File: src/smpq_pkg.sv
// shared types, codes and defaults for the sorted min priority queue
package smpq_pkg;

  localparam int unsigned CAPACITY_DEF = 16;
  localparam int unsigned DATA_W = 32;
  localparam int unsigned COUNT_OUT_W = 5;

  localparam logic [1:0] FUNC_ADD = 2'd0;
  localparam logic [1:0] FUNC_POLL = 2'd1;
  localparam logic [1:0] FUNC_PEEK = 2'd2;

  localparam logic [1:0] STATUS_OK = 2'd0;
  localparam logic [1:0] STATUS_EMPTY = 2'd1;
  localparam logic [1:0] STATUS_FULL = 2'd2;

  typedef struct packed {
    logic [1:0] func;
    logic signed [DATA_W-1:0] new_value;
  } in_word_t;

  typedef struct packed {
    logic signed [DATA_W-1:0] least_value;
    logic [COUNT_OUT_W-1:0] entry_count;
    logic [1:0] status;
  } out_word_t;

  typedef struct packed {
    logic capture;
    logic rd_least;
    logic rd_prev;
    logic wr_shift;
    logic wr_new;
    logic take_least;
    logic ld_out;
  } cmd_t;

  typedef struct packed {
    logic is_add;
    logic is_read;
    logic full;
    logic empty;
    logic off_zero;
    logic greater;
  } stat_t;

endpackage

File: src/smpq_ram.sv
// generic single write port, single read port ram with registered read
module smpq_ram #(
  parameter int unsigned Width = 32,
  parameter int unsigned Depth = 16
) (
  input  logic                     clk_i,
  input  logic                     we_i,
  input  logic [$clog2(Depth)-1:0] waddr_i,
  input  logic [Width-1:0]         wdata_i,
  input  logic [$clog2(Depth)-1:0] raddr_i,
  output logic [Width-1:0]         rdata_o
);

  logic [Width-1:0] mem_q [Depth];
  logic [Width-1:0] rdata_q;

  always_ff @(posedge clk_i) begin
    if (we_i) begin
      mem_q[waddr_i] <= wdata_i;
    end
    rdata_q <= mem_q[raddr_i];
  end

  assign rdata_o = rdata_q;

endmodule

File: src/smpq_ctrl.sv
// controller state machine for the sorted min priority queue
module smpq_ctrl (
  input  logic            clk_i,
  input  logic            rst_ni,
  input  logic            in_valid_i,
  output logic            in_stall_o,
  output logic            out_valid_o,
  input  logic            out_stall_i,
  input  smpq_pkg::stat_t stat_i,
  output smpq_pkg::cmd_t  cmd_o
);
  import smpq_pkg::*;

  typedef enum logic [5:0] {
    StIdle   = 6'b000001,
    StAddRd  = 6'b000010,
    StAddCmp = 6'b000100,
    StPkRd   = 6'b001000,
    StPkTake = 6'b010000,
    StDone   = 6'b100000
  } state_e;

  state_e state_q, state_d;
  logic out_valid_q, out_valid_d;

  always_comb begin
    state_d = state_q;
    cmd_o = '0;
    unique case (state_q)
      StIdle: begin
        if (in_valid_i) begin
          cmd_o.capture = 1'b1;
          priority if (stat_i.is_add && !stat_i.full) begin
            state_d = StAddRd;
          end else if (stat_i.is_read && !stat_i.empty) begin
            state_d = StPkRd;
          end else begin
            state_d = StDone;
          end
        end
      end
      StAddRd: begin
        if (stat_i.off_zero) begin
          cmd_o.wr_new = 1'b1;
          state_d = StDone;
        end else begin
          cmd_o.rd_prev = 1'b1;
          state_d = StAddCmp;
        end
      end
      StAddCmp: begin
        // larger entries move up one place until the new value fits
        if (stat_i.greater) begin
          cmd_o.wr_shift = 1'b1;
          state_d = StAddRd;
        end else begin
          cmd_o.wr_new = 1'b1;
          state_d = StDone;
        end
      end
      StPkRd: begin
        cmd_o.rd_least = 1'b1;
        state_d = StPkTake;
      end
      StPkTake: begin
        cmd_o.take_least = 1'b1;
        state_d = StDone;
      end
      StDone: begin
        if (!out_valid_q || !out_stall_i) begin
          cmd_o.ld_out = 1'b1;
          state_d = StIdle;
        end
      end
      default: begin
        state_d = StIdle;
      end
    endcase
  end

  always_comb begin
    out_valid_d = out_valid_q;
    if (cmd_o.ld_out) begin
      out_valid_d = 1'b1;
    end else if (!out_stall_i) begin
      out_valid_d = 1'b0;
    end
  end

  always_ff @(posedge clk_i or negedge rst_ni) begin
    if (!rst_ni) begin
      state_q <= StIdle;
      out_valid_q <= 1'b0;
    end else begin
      state_q <= state_d;
      out_valid_q <= out_valid_d;
    end
  end

  assign in_stall_o = (state_q != StIdle);
  assign out_valid_o = out_valid_q;

endmodule

File: src/smpq_dp.sv
// datapath: ring of sorted entries in ram, count, head pointer and result word
module smpq_dp #(
  parameter int unsigned Capacity = smpq_pkg::CAPACITY_DEF
) (
  input  logic                clk_i,
  input  logic                rst_ni,
  input  smpq_pkg::in_word_t  in_word_i,
  input  smpq_pkg::cmd_t      cmd_i,
  output smpq_pkg::stat_t     stat_o,
  output smpq_pkg::out_word_t out_word_o
);
  import smpq_pkg::*;

  localparam int unsigned AW = $clog2(Capacity);
  localparam int unsigned CW = $clog2(Capacity + 1);
  localparam int unsigned SW = CW + 1;

  logic [CW-1:0] count_q, count_d;
  logic [AW-1:0] head_q, head_d;
  logic [CW-1:0] off_q, off_d;
  logic [1:0] func_q;
  logic signed [DATA_W-1:0] val_q;
  logic signed [DATA_W-1:0] least_q;
  logic [1:0] status_q;
  out_word_t out_q;

  logic [SW-1:0] sum_cur, sum_prev, sum_next;
  logic [AW-1:0] pos_cur, pos_prev, head_next;
  logic ram_we;
  logic [AW-1:0] ram_waddr, ram_raddr;
  logic [DATA_W-1:0] ram_wdata, ram_rdata;
  logic in_add, in_read;

  // ring positions, the sum always stays below twice the capacity
  always_comb begin
    sum_cur = SW'(head_q) + SW'(off_q);
    sum_prev = sum_cur - SW'(1);
    sum_next = SW'(head_q) + SW'(1);
    pos_cur = (sum_cur >= SW'(Capacity)) ? AW'(sum_cur - SW'(Capacity)) : AW'(sum_cur);
    pos_prev = (sum_prev >= SW'(Capacity)) ? AW'(sum_prev - SW'(Capacity)) : AW'(sum_prev);
    head_next = (sum_next >= SW'(Capacity)) ? AW'(sum_next - SW'(Capacity)) : AW'(sum_next);
  end

  assign in_add = (in_word_i.func == FUNC_ADD);
  assign in_read = (in_word_i.func == FUNC_POLL) || (in_word_i.func == FUNC_PEEK);

  assign ram_we = cmd_i.wr_shift || cmd_i.wr_new;
  assign ram_waddr = pos_cur;
  assign ram_wdata = cmd_i.wr_shift ? ram_rdata : val_q;
  assign ram_raddr = cmd_i.rd_prev ? pos_prev : head_q;

  smpq_ram #(
    .Width(DATA_W),
    .Depth(Capacity)
  ) u_ram (
    .clk_i  (clk_i),
    .we_i   (ram_we),
    .waddr_i(ram_waddr),
    .wdata_i(ram_wdata),
    .raddr_i(ram_raddr),
    .rdata_o(ram_rdata)
  );

  always_comb begin
    stat_o.is_add = in_add;
    stat_o.is_read = in_read;
    stat_o.full = (count_q == CW'(Capacity));
    stat_o.empty = (count_q == '0);
    stat_o.off_zero = (off_q == '0);
    stat_o.greater = ($signed(ram_rdata) > val_q);
  end

  always_comb begin
    count_d = count_q;
    head_d = head_q;
    off_d = off_q;
    if (cmd_i.capture) begin
      off_d = count_q;
    end
    if (cmd_i.wr_shift) begin
      off_d = off_q - CW'(1);
    end
    if (cmd_i.wr_new) begin
      count_d = count_q + CW'(1);
    end
    if (cmd_i.take_least && (func_q == FUNC_POLL)) begin
      count_d = count_q - CW'(1);
      head_d = head_next;
    end
  end

  always_ff @(posedge clk_i or negedge rst_ni) begin
    if (!rst_ni) begin
      count_q <= '0;
      head_q <= '0;
      off_q <= '0;
    end else begin
      count_q <= count_d;
      head_q <= head_d;
      off_q <= off_d;
    end
  end

  always_ff @(posedge clk_i) begin
    if (cmd_i.capture) begin
      func_q <= in_word_i.func;
      val_q <= in_word_i.new_value;
      least_q <= '0;
      priority if (in_add && stat_o.full) begin
        status_q <= STATUS_FULL;
      end else if (in_read && stat_o.empty) begin
        status_q <= STATUS_EMPTY;
      end else begin
        status_q <= STATUS_OK;
      end
    end
    if (cmd_i.take_least) begin
      least_q <= $signed(ram_rdata);
    end
    if (cmd_i.ld_out) begin
      out_q.least_value <= least_q;
      out_q.entry_count <= COUNT_OUT_W'(count_q);
      out_q.status <= status_q;
    end
  end

  assign out_word_o = out_q;

endmodule

File: src/sorted_min_priority_queue.sv
// Sorted min priority queue top level. One word is taken when the block is
// idle and gives one result word. Entries sit ascending in a ring in a ram
// with one write and one registered read port: peek and poll read the head
// entry and take it as the least value; add moves each stored entry greater
// than the new value up one place and writes the new value where it stops.
// Empty reads, adds on a full queue and unused codes go straight to the
// result. The output register lets a word be accepted while the last result
// still waits. Entry count reports the count modulo 32.
module sorted_min_priority_queue #(
  parameter int unsigned Capacity = smpq_pkg::CAPACITY_DEF
) (
  input  logic                clk_i,
  input  logic                rst_ni,
  input  logic                in_valid_i,
  output logic                in_stall_o,
  input  smpq_pkg::in_word_t  in_word_i,
  output logic                out_valid_o,
  input  logic                out_stall_i,
  output smpq_pkg::out_word_t out_word_o
);
  import smpq_pkg::*;

  cmd_t cmd;
  stat_t stat;

  smpq_ctrl u_ctrl (
    .clk_i      (clk_i),
    .rst_ni     (rst_ni),
    .in_valid_i (in_valid_i),
    .in_stall_o (in_stall_o),
    .out_valid_o(out_valid_o),
    .out_stall_i(out_stall_i),
    .stat_i     (stat),
    .cmd_o      (cmd)
  );

  smpq_dp #(
    .Capacity(Capacity)
  ) u_dp (
    .clk_i     (clk_i),
    .rst_ni    (rst_ni),
    .in_word_i (in_word_i),
    .cmd_i     (cmd),
    .stat_o    (stat),
    .out_word_o(out_word_o)
  );

endmodule

File: config.mk
export PLATFORM = sky130hd
export DESIGN_NAME = sorted_min_priority_queue
export DESIGN_NICKNAME = d
export VERILOG_FILES = /design/src/smpq_pkg.sv /design/src/smpq_ram.sv /design/src/smpq_ctrl.sv /design/src/smpq_dp.sv /design/src/sorted_min_priority_queue.sv
export SDC_FILE = /design/constraint.sdc
export NUM_CORES = 1
export LEC_CHECK = 0
export ABC_AREA = 0
export BUFFER_PORTS_ARGS = -buffer_cell sky130_fd_sc_hd__buf_2
export CAP_MARGIN = 20
export CORE_ASPECT_RATIO = 1.1
export CORE_UTILIZATION = 50
export DETAILED_ROUTE_END_ITERATION = 12
export PLACE_DENSITY = 0.7
export SKIP_CTS_REPAIR_TIMING = 1
export SLEW_MARGIN = 15
export SYNTH_ARGS = -nofsm -noshare
export SYNTH_HDL_FRONTEND = slang
export SYNTH_SLANG_ARGS = --single-unit
File: constraint.sdc
create_clock -name clk_i -period 3.08 [get_ports clk_i]
set_input_delay 0.308 -clock clk_i [delete_from_list [all_inputs] [get_ports clk_i]]
set_output_delay 0.308 -clock clk_i [all_outputs]
set_load 0.02 [all_outputs]
Yosys cells after proc, flatten, opt, wreduce, memory -nomap -nowiden
Memories as Yosys holds them, arrays and structs flattened. A register that Yosys moved wholly into a read port is not among the register bits.
Index checks and enable logic that the tools add are counted.
- bits of input ports: 38
- RAM bits: 512
- output and inout bits: 41
- register bits: 128
- memories kept: 1
- word-level logic and storage cells: 94
- equal/unequal tests: 14
- reductions and logical operators: 19
- order comparisons: 4
- multiplexer cells: 35
- add/sub/neg operators: 9
- memories (name ; words ; width ; rd ports ; clocked after memory_dff ; wr ports ; RTL line ; text):
    u_dp.u_ram.mem_q ; 16 ; 32 ; 1 ; 1 ; 1 ; smpq_ram.sv:14 ; logic [Width-1:0] mem_q [Depth];
- operators by type and width (operator ; count):
    two-way mux 32 bit ; 3
    two-way mux 6 bit ; 6
    case mux 6 bit (6 select lines) ; 1
    > comparator 32 bit ; 1
    two-way mux 5 bit ; 4
    two-way mux 1 bit ; 16
    two-way mux 4 bit ; 4
    greater-or-equal comparator 6 x 5 -> 1 bit, second input constant ; 2
    subtractor 4 x 1 -> 4 bit, second input constant ; 3
    logical NOT 5 bit ; 2
    subtractor 5 x 1 -> 5 bit, second input constant ; 2
    adder 4 x 5 -> 6 bit ; 1
    == test 6 x 1 -> 1 bit, second input constant ; 1
    == test 6 x 2 -> 1 bit, second input constant ; 1
    == test 6 x 3 -> 1 bit, second input constant ; 1
    == test 6 x 4 -> 1 bit, second input constant ; 1
    == test 6 x 5 -> 1 bit, second input constant ; 1
    == test 6 bit, second input constant ; 1
    inequality test 6 x 1 -> 1 bit, second input constant ; 1
    nonzero test 2 bit ; 3
    subtractor 6 x 1 -> 6 bit, second input constant ; 1
    adder 4 x 1 -> 5 bit, second input constant ; 1
    adder 5 x 1 -> 5 bit, second input constant ; 1
    == test 5 bit, second input constant ; 1
    11 further kinds ; 22

Depth between registers and ports, before layout
- word-level depth: 7
- mapped depth: 12
- gate-level depth less buffers: 11

Cells and area by module
From an unflattened synthesis, not the netlist that was laid out.
- cells, all modules: 1330
- area, all modules: 25886.1 µm²
- modules (own cells, without submodules) (module ; instances ; cells an instance ; area each (µm²)):
    smpq_ram ; 1 ; 838 ; 19836.5
    smpq_dp ; 1 ; 442 ; 5595.4
    smpq_ctrl ; 1 ; 50 ; 454.2

Worst setup path after synthesis
Ideal clock, no wire load.
- path kind: reg2reg
- start: reg u_dp.off_q[1]
- end: mem u_dp.u_ram.mem_q[4][0] (enable)
- cell stages (with the launch flop): 9
- path buffers: 0
- setup time: 0.421 ns
- path slack: -0.274 ns
- arrival time: 2.933 ns
- cell sequence: dfrtp_1 > inv_1 > ha_1 > or3b_1 > nor2_2 > nand2b_1 > nand2_1 > nand2_1 > nor2_1
- word-level cells in the longest chain between the ends: 6
- elaborated cells on any way between the ends: 10
- those cells by class: add/sub: 2; order compare: 1; mux: 5; reduce/logical: 2
- ends and longest elaborated chain (item ; RTL line ; text):
    start: declaration ; smpq_dp.sv:20 ; logic [CW-1:0] off_q, off_d;
    start signal: assignment ; smpq_dp.sv:96 ; off_q <= '0;
    start signal: assignment ; smpq_dp.sv:100 ; off_q <= off_d;
    parallel branches: the longest is 6 deep, another holds adder 4 x 5 -> 6 bit ; -- ;
    end: declaration ; smpq_ram.sv:14 ;
Several ways; the timed one is not identified.

Worst setup path after layout
- start: reg u_dp.val_q[25]
- end: mem u_dp.u_ram.mem_q[2][0] (data pin)
- word-level cells in the longest chain between the ends: 4
- ends and longest elaborated chain (item ; RTL line ; text):
    start: declaration ; smpq_dp.sv:22 ; logic signed [DATA_W-1:0] val_q;
    start signal: assignment ; smpq_dp.sv:107 ; val_q <= in_word_i.new_value;
    > comparator 32 bit ; smpq_dp.sv:70 ; stat_o.greater = ($signed(ram_rdata) > val_q);
    two-way mux 1 bit ; smpq_ctrl.sv:53 ; if (stat_i.greater) begin
    two-way mux 1 bit ; smpq_ctrl.sv:29 ; unique case (state_q)
    two-way mux 32 bit ; smpq_dp.sv:49 ; assign ram_wdata = cmd_i.wr_shift ? ram_rdata : val_q;
Every way passes these cells.

==> implementation parameters <==
Parameter                              Value

Routing
  Routed via count divided by cell count    5.80
  Wire length after detailed routing    59100 um
  Router iterations before antenna repair    9
  Total number of vias    13600
  DRC    7
  Number of design-rule violations left by the first detailed-router iteration    1420
  Number of nets with antenna violations after routing    0
  Routed wire length per instance    25.2 um

Final layout
  Number of nets in the finished design    1707
  Number of antenna repair diodes    0
  Layout cell share with drive strength beyond 1    0.330
  Highest-count cells in the layout ignoring fill and taps    edfxtp_1 (619), mux4_2 (128), buf_4 (98)
  Number of filler cells placed in the layout    3512
  Area Overhead vs Synth    22.1%
  Most frequent standard cell in the layout excluding fill and tap cells    edfxtp_1

STA
  Highest clock rate    324 MHz
  Final Hold Viols    0
  Minimum setup slack in the final design    -8.79 ps
  Minimum clock period    3090 ps
  Worst clock skew on the final layout    19.3 ps
  Final-report setup violation count    27
  Final total negative setup slack    -171 ps
  Measured slew at the worst slew-check pin    519 ps
  Final Max Slew Viols    0
  Period Utilization, post-route    1.00
  Remaining max-slew budget at the tightest pin    0.654
  Unrepaired setup endpoints after global routing    true

Run status
  Status    complete, but fails checks
  Failing checks    DRC, setup timing

Synthesis
  Number of distinct library cell variants in the gate-level netlist after synthesis    57
  Sequential element share of the synthesized area    0.751
  Post-synthesis simple-gate area fraction    0.0327
  Largest family of logic cells by synthesized area    multiplexers
  Post-synthesis xor/xnor area fraction    0.00433
  Share of flip-flops with an asynchronous set or reset    0.0313
  Top flip-flop cell by instance count after synthesis    edfxtp_1
  Mux share of post-synthesis cell area    0.151
  Cell count after synthesis    1316
  Number of enable-type register cells in the synthesized netlist    619
  Synthesized area per cell    20.0 um^2
  Yosys warns    0
  Netlist area before placement    26300 um^2
  Post-synthesis net count    1401
  Adder and majority gate portion of the synthesized area    0.0229
  Synthesized-area fraction occupied by ao, oa, aoi and oai cells    0.0197
  Register bit count reported by yosys    672

CTS
  Clock H-tree levels    3
  Clock Sink Count    672
  Clock transition at the register clock pins on the worst setup and hold paths after CTS    60 ps
  Longest Clk Path Bufs    3
  Clock buffer count from CTS    66
  Library cell used as clock root buffer    clkbuf_16
  CTS tree    done
  Clk Latency, worst-skew pair    590 ps

Power and ir drop
  Power density normalized to cell area    710 nW/um^2
  Leakage Power    11.7 nW
  Maximum ir drop on the vdd rail    0.457 mV

Floorplan
  Ports    79
  Effective utilization at floorplan    0.510
  Die area    53500 um^2
  Die boundary width    221 um
  Height of the chip    243 um
  Placeable core area    51600 um^2
  Row count    87

Setup path
  Type of element capturing the critical path    register
  Sequence of cells on the critical path    inv_1 > ha_1 > a21oi_1 > nor2_1 > a211oi_2 > o211ai_1 > a21oi_2 > mux2i_4 > buf_6 > buf_4 > mux2_4
  Path type of the worst setup path    reg2reg
  CP top delay family    compound AO/OA/AOI/OAI gates
  Data arrival time at the worst-slack endpoint    3420 ps
  Critical path required time    3410 ps
  Biggest fanout along the worst timing path    8
  Critical Path Slowest Stage Cell    edfxtp_1
  Worst path buffer plus inverter count    3
  Slowest stage delay, CP    370 ps
  CP startpoint kind    register

GRT
  Total global-route track usage    0.219
  Leftover overflow at the end of global routing    0
  First-pass GRT wire length    84200 um
  Initial antenna violation count    0
  Largest net degree at the start of global routing    38
  Vias in the first global route    13200

Placement
  Pre-CTS setup slack    -230 ps
  Number of input and output port buffers inserted    78
  GPL Wtd Cong    0.781
  DP HPWL    34200 um

Job
  Number of maximum-capacitance constraint violations    0

Min path
  Path class of the lowest-slack min-delay path    in2reg
==> metal layers <==
metal	vias to the layer above	GRT usage	routed length (um)
met4	0	0.0723	1550
met2	479	0.365	30000
met1	7100	0.296	23900
met5	-	0	0
met3	111	0.0297	3590
li1	5896	-	-
==> final cells by class <==
cell class,instances,area (um^2),area share
Clock buffer,85,1840,0.0572
Clock inverter,35,267,0.00830
Inverter,47,176,0.00549
Multi-Input combinational cell,549,6450,0.201
Sequential cell,672,19800,0.615
Tap cell,667,835,0.0260
Timing Repair Buffer,286,2800,0.0871
==> report_power, final <==
part	leakage (nW)	switching [mW]	total [mW]	internal, mW
clock network	1.01	3.32	7.80	4.48
logic	4.55	2.15	3.85	1.71
registers	6.16	0.249	11.1	10.9
total	11.7	5.71	22.8	17.1
==> per-stage QoR <==
step	hold WS (ps)	instance area [um^2]	power, mW	instances	utilization
6_report	53.4	32100	22.8	2341	0.623
5_1_grt	53.9	32100	23.6	2341	0.623
4_1_cts	-332	31100	22.6	2267	0.603
3_5_place_dp	306	29000	14.8	2147	0.562
3_3_place_gp	302	29000	14.7	2147	0.562
2_1_floorplan	12.4	26300	13.4	1316	-
==> Yosys cell counts (3+ instances only) <==
library cell | count | area share
buf_2 | 25 | 0.0048
dfrtp_1 | 20 | 0.019
nor3_1 | 5 | 0.00095
mux2i_1 | 100 | 0.038
nand4_1 | 10 | 0.0024
a211oi_1 | 5 | 0.0014
nor2_1 | 31 | 0.0044
mux4_2 | 128 | 0.11
o221a_1 | 3 | 0.0013
buf_6 | 14 | 0.0060
edfxtp_1 | 619 | 0.71
nand3_1 | 7 | 0.0013
o211ai_1 | 3 | 0.00086
a21oi_1 | 19 | 0.0036
nand2_1 | 56 | 0.0080
o21ai_0 | 7 | 0.0013
inv_1 | 47 | 0.0067
xnor2_1 | 11 | 0.0037
o21ai_1 | 31 | 0.0059
mux2_2 | 3 | 0.0013
clkbuf_1 | 10 | 0.0014
nand2b_1 | 5 | 0.0012
nor2b_1 | 3 | 0.00071
ha_1 | 45 | 0.021
dfxtp_1 | 32 | 0.024
a21o_1 | 3 | 0.00086
and2_1 | 34 | 0.0081
==> sequential cells by signal (all words and copies together) (netlist names) <==
| signal | flops |
|---|---|
| u_dp.val_q | 32 |
| u_dp.out_word_o | 39 |
| u_ctrl.out_valid_o | 1 |
| u_dp.u_ram.rdata_o | 32 |
| u_dp.count_q | 5 |
| u_ctrl.state_q | 6 |
| u_dp.off_q | 5 |
| u_dp.status_q | 2 |
| u_dp.least_q | 32 |
| u_dp.head_q | 4 |
| u_dp.func_q | 2 |
| u_dp.u_ram.mem_q | 512 |
==> cells by family after synthesis <==
kind of cell | after synthesis
buffers and inverters | 96
multiplexers | 234
flip-flops | 672
adder cells (fa/ha/maj) | 47
AO/OA/AOI/OAI | 85
XOR/XNOR | 13
AND/OR/NAND/NOR | 169
==> worst paths after layout <==
kind	endpoint	from	slack, ps	depth (start not counted)
setup reg to reg	u_dp.u_ram.mem_q[2][0]	u_dp.val_q[25]	-9	11
hold reg to reg	u_dp.out_word_o[11]	u_dp.least_q[4]	420	0
hold / removal	u_ctrl.out_valid_o	out_stall_i	50	3
min in group asynchronous	u_dp.count_q[0]	rst_ni	220	2
setup / recovery	u_dp.u_ram.mem_q[2][0]	u_dp.val_q[25]	-9	11
max in group asynchronous	u_ctrl.state_q[0]	rst_ni	2490	2
==> worst reg2reg max path, stage by stage, from the launching register on <==
cell and delay, ps:
edfxtp_1 370, inv_1 100, ha_1 260, a21oi_1 160
nor2_1 70, a211oi_2 360, o211ai_1 240, a21oi_2 250
mux2i_4 350, buf_6 210, buf_4 140, mux2_4 340
No activity file was read; power rests on OpenSTA's default activity.
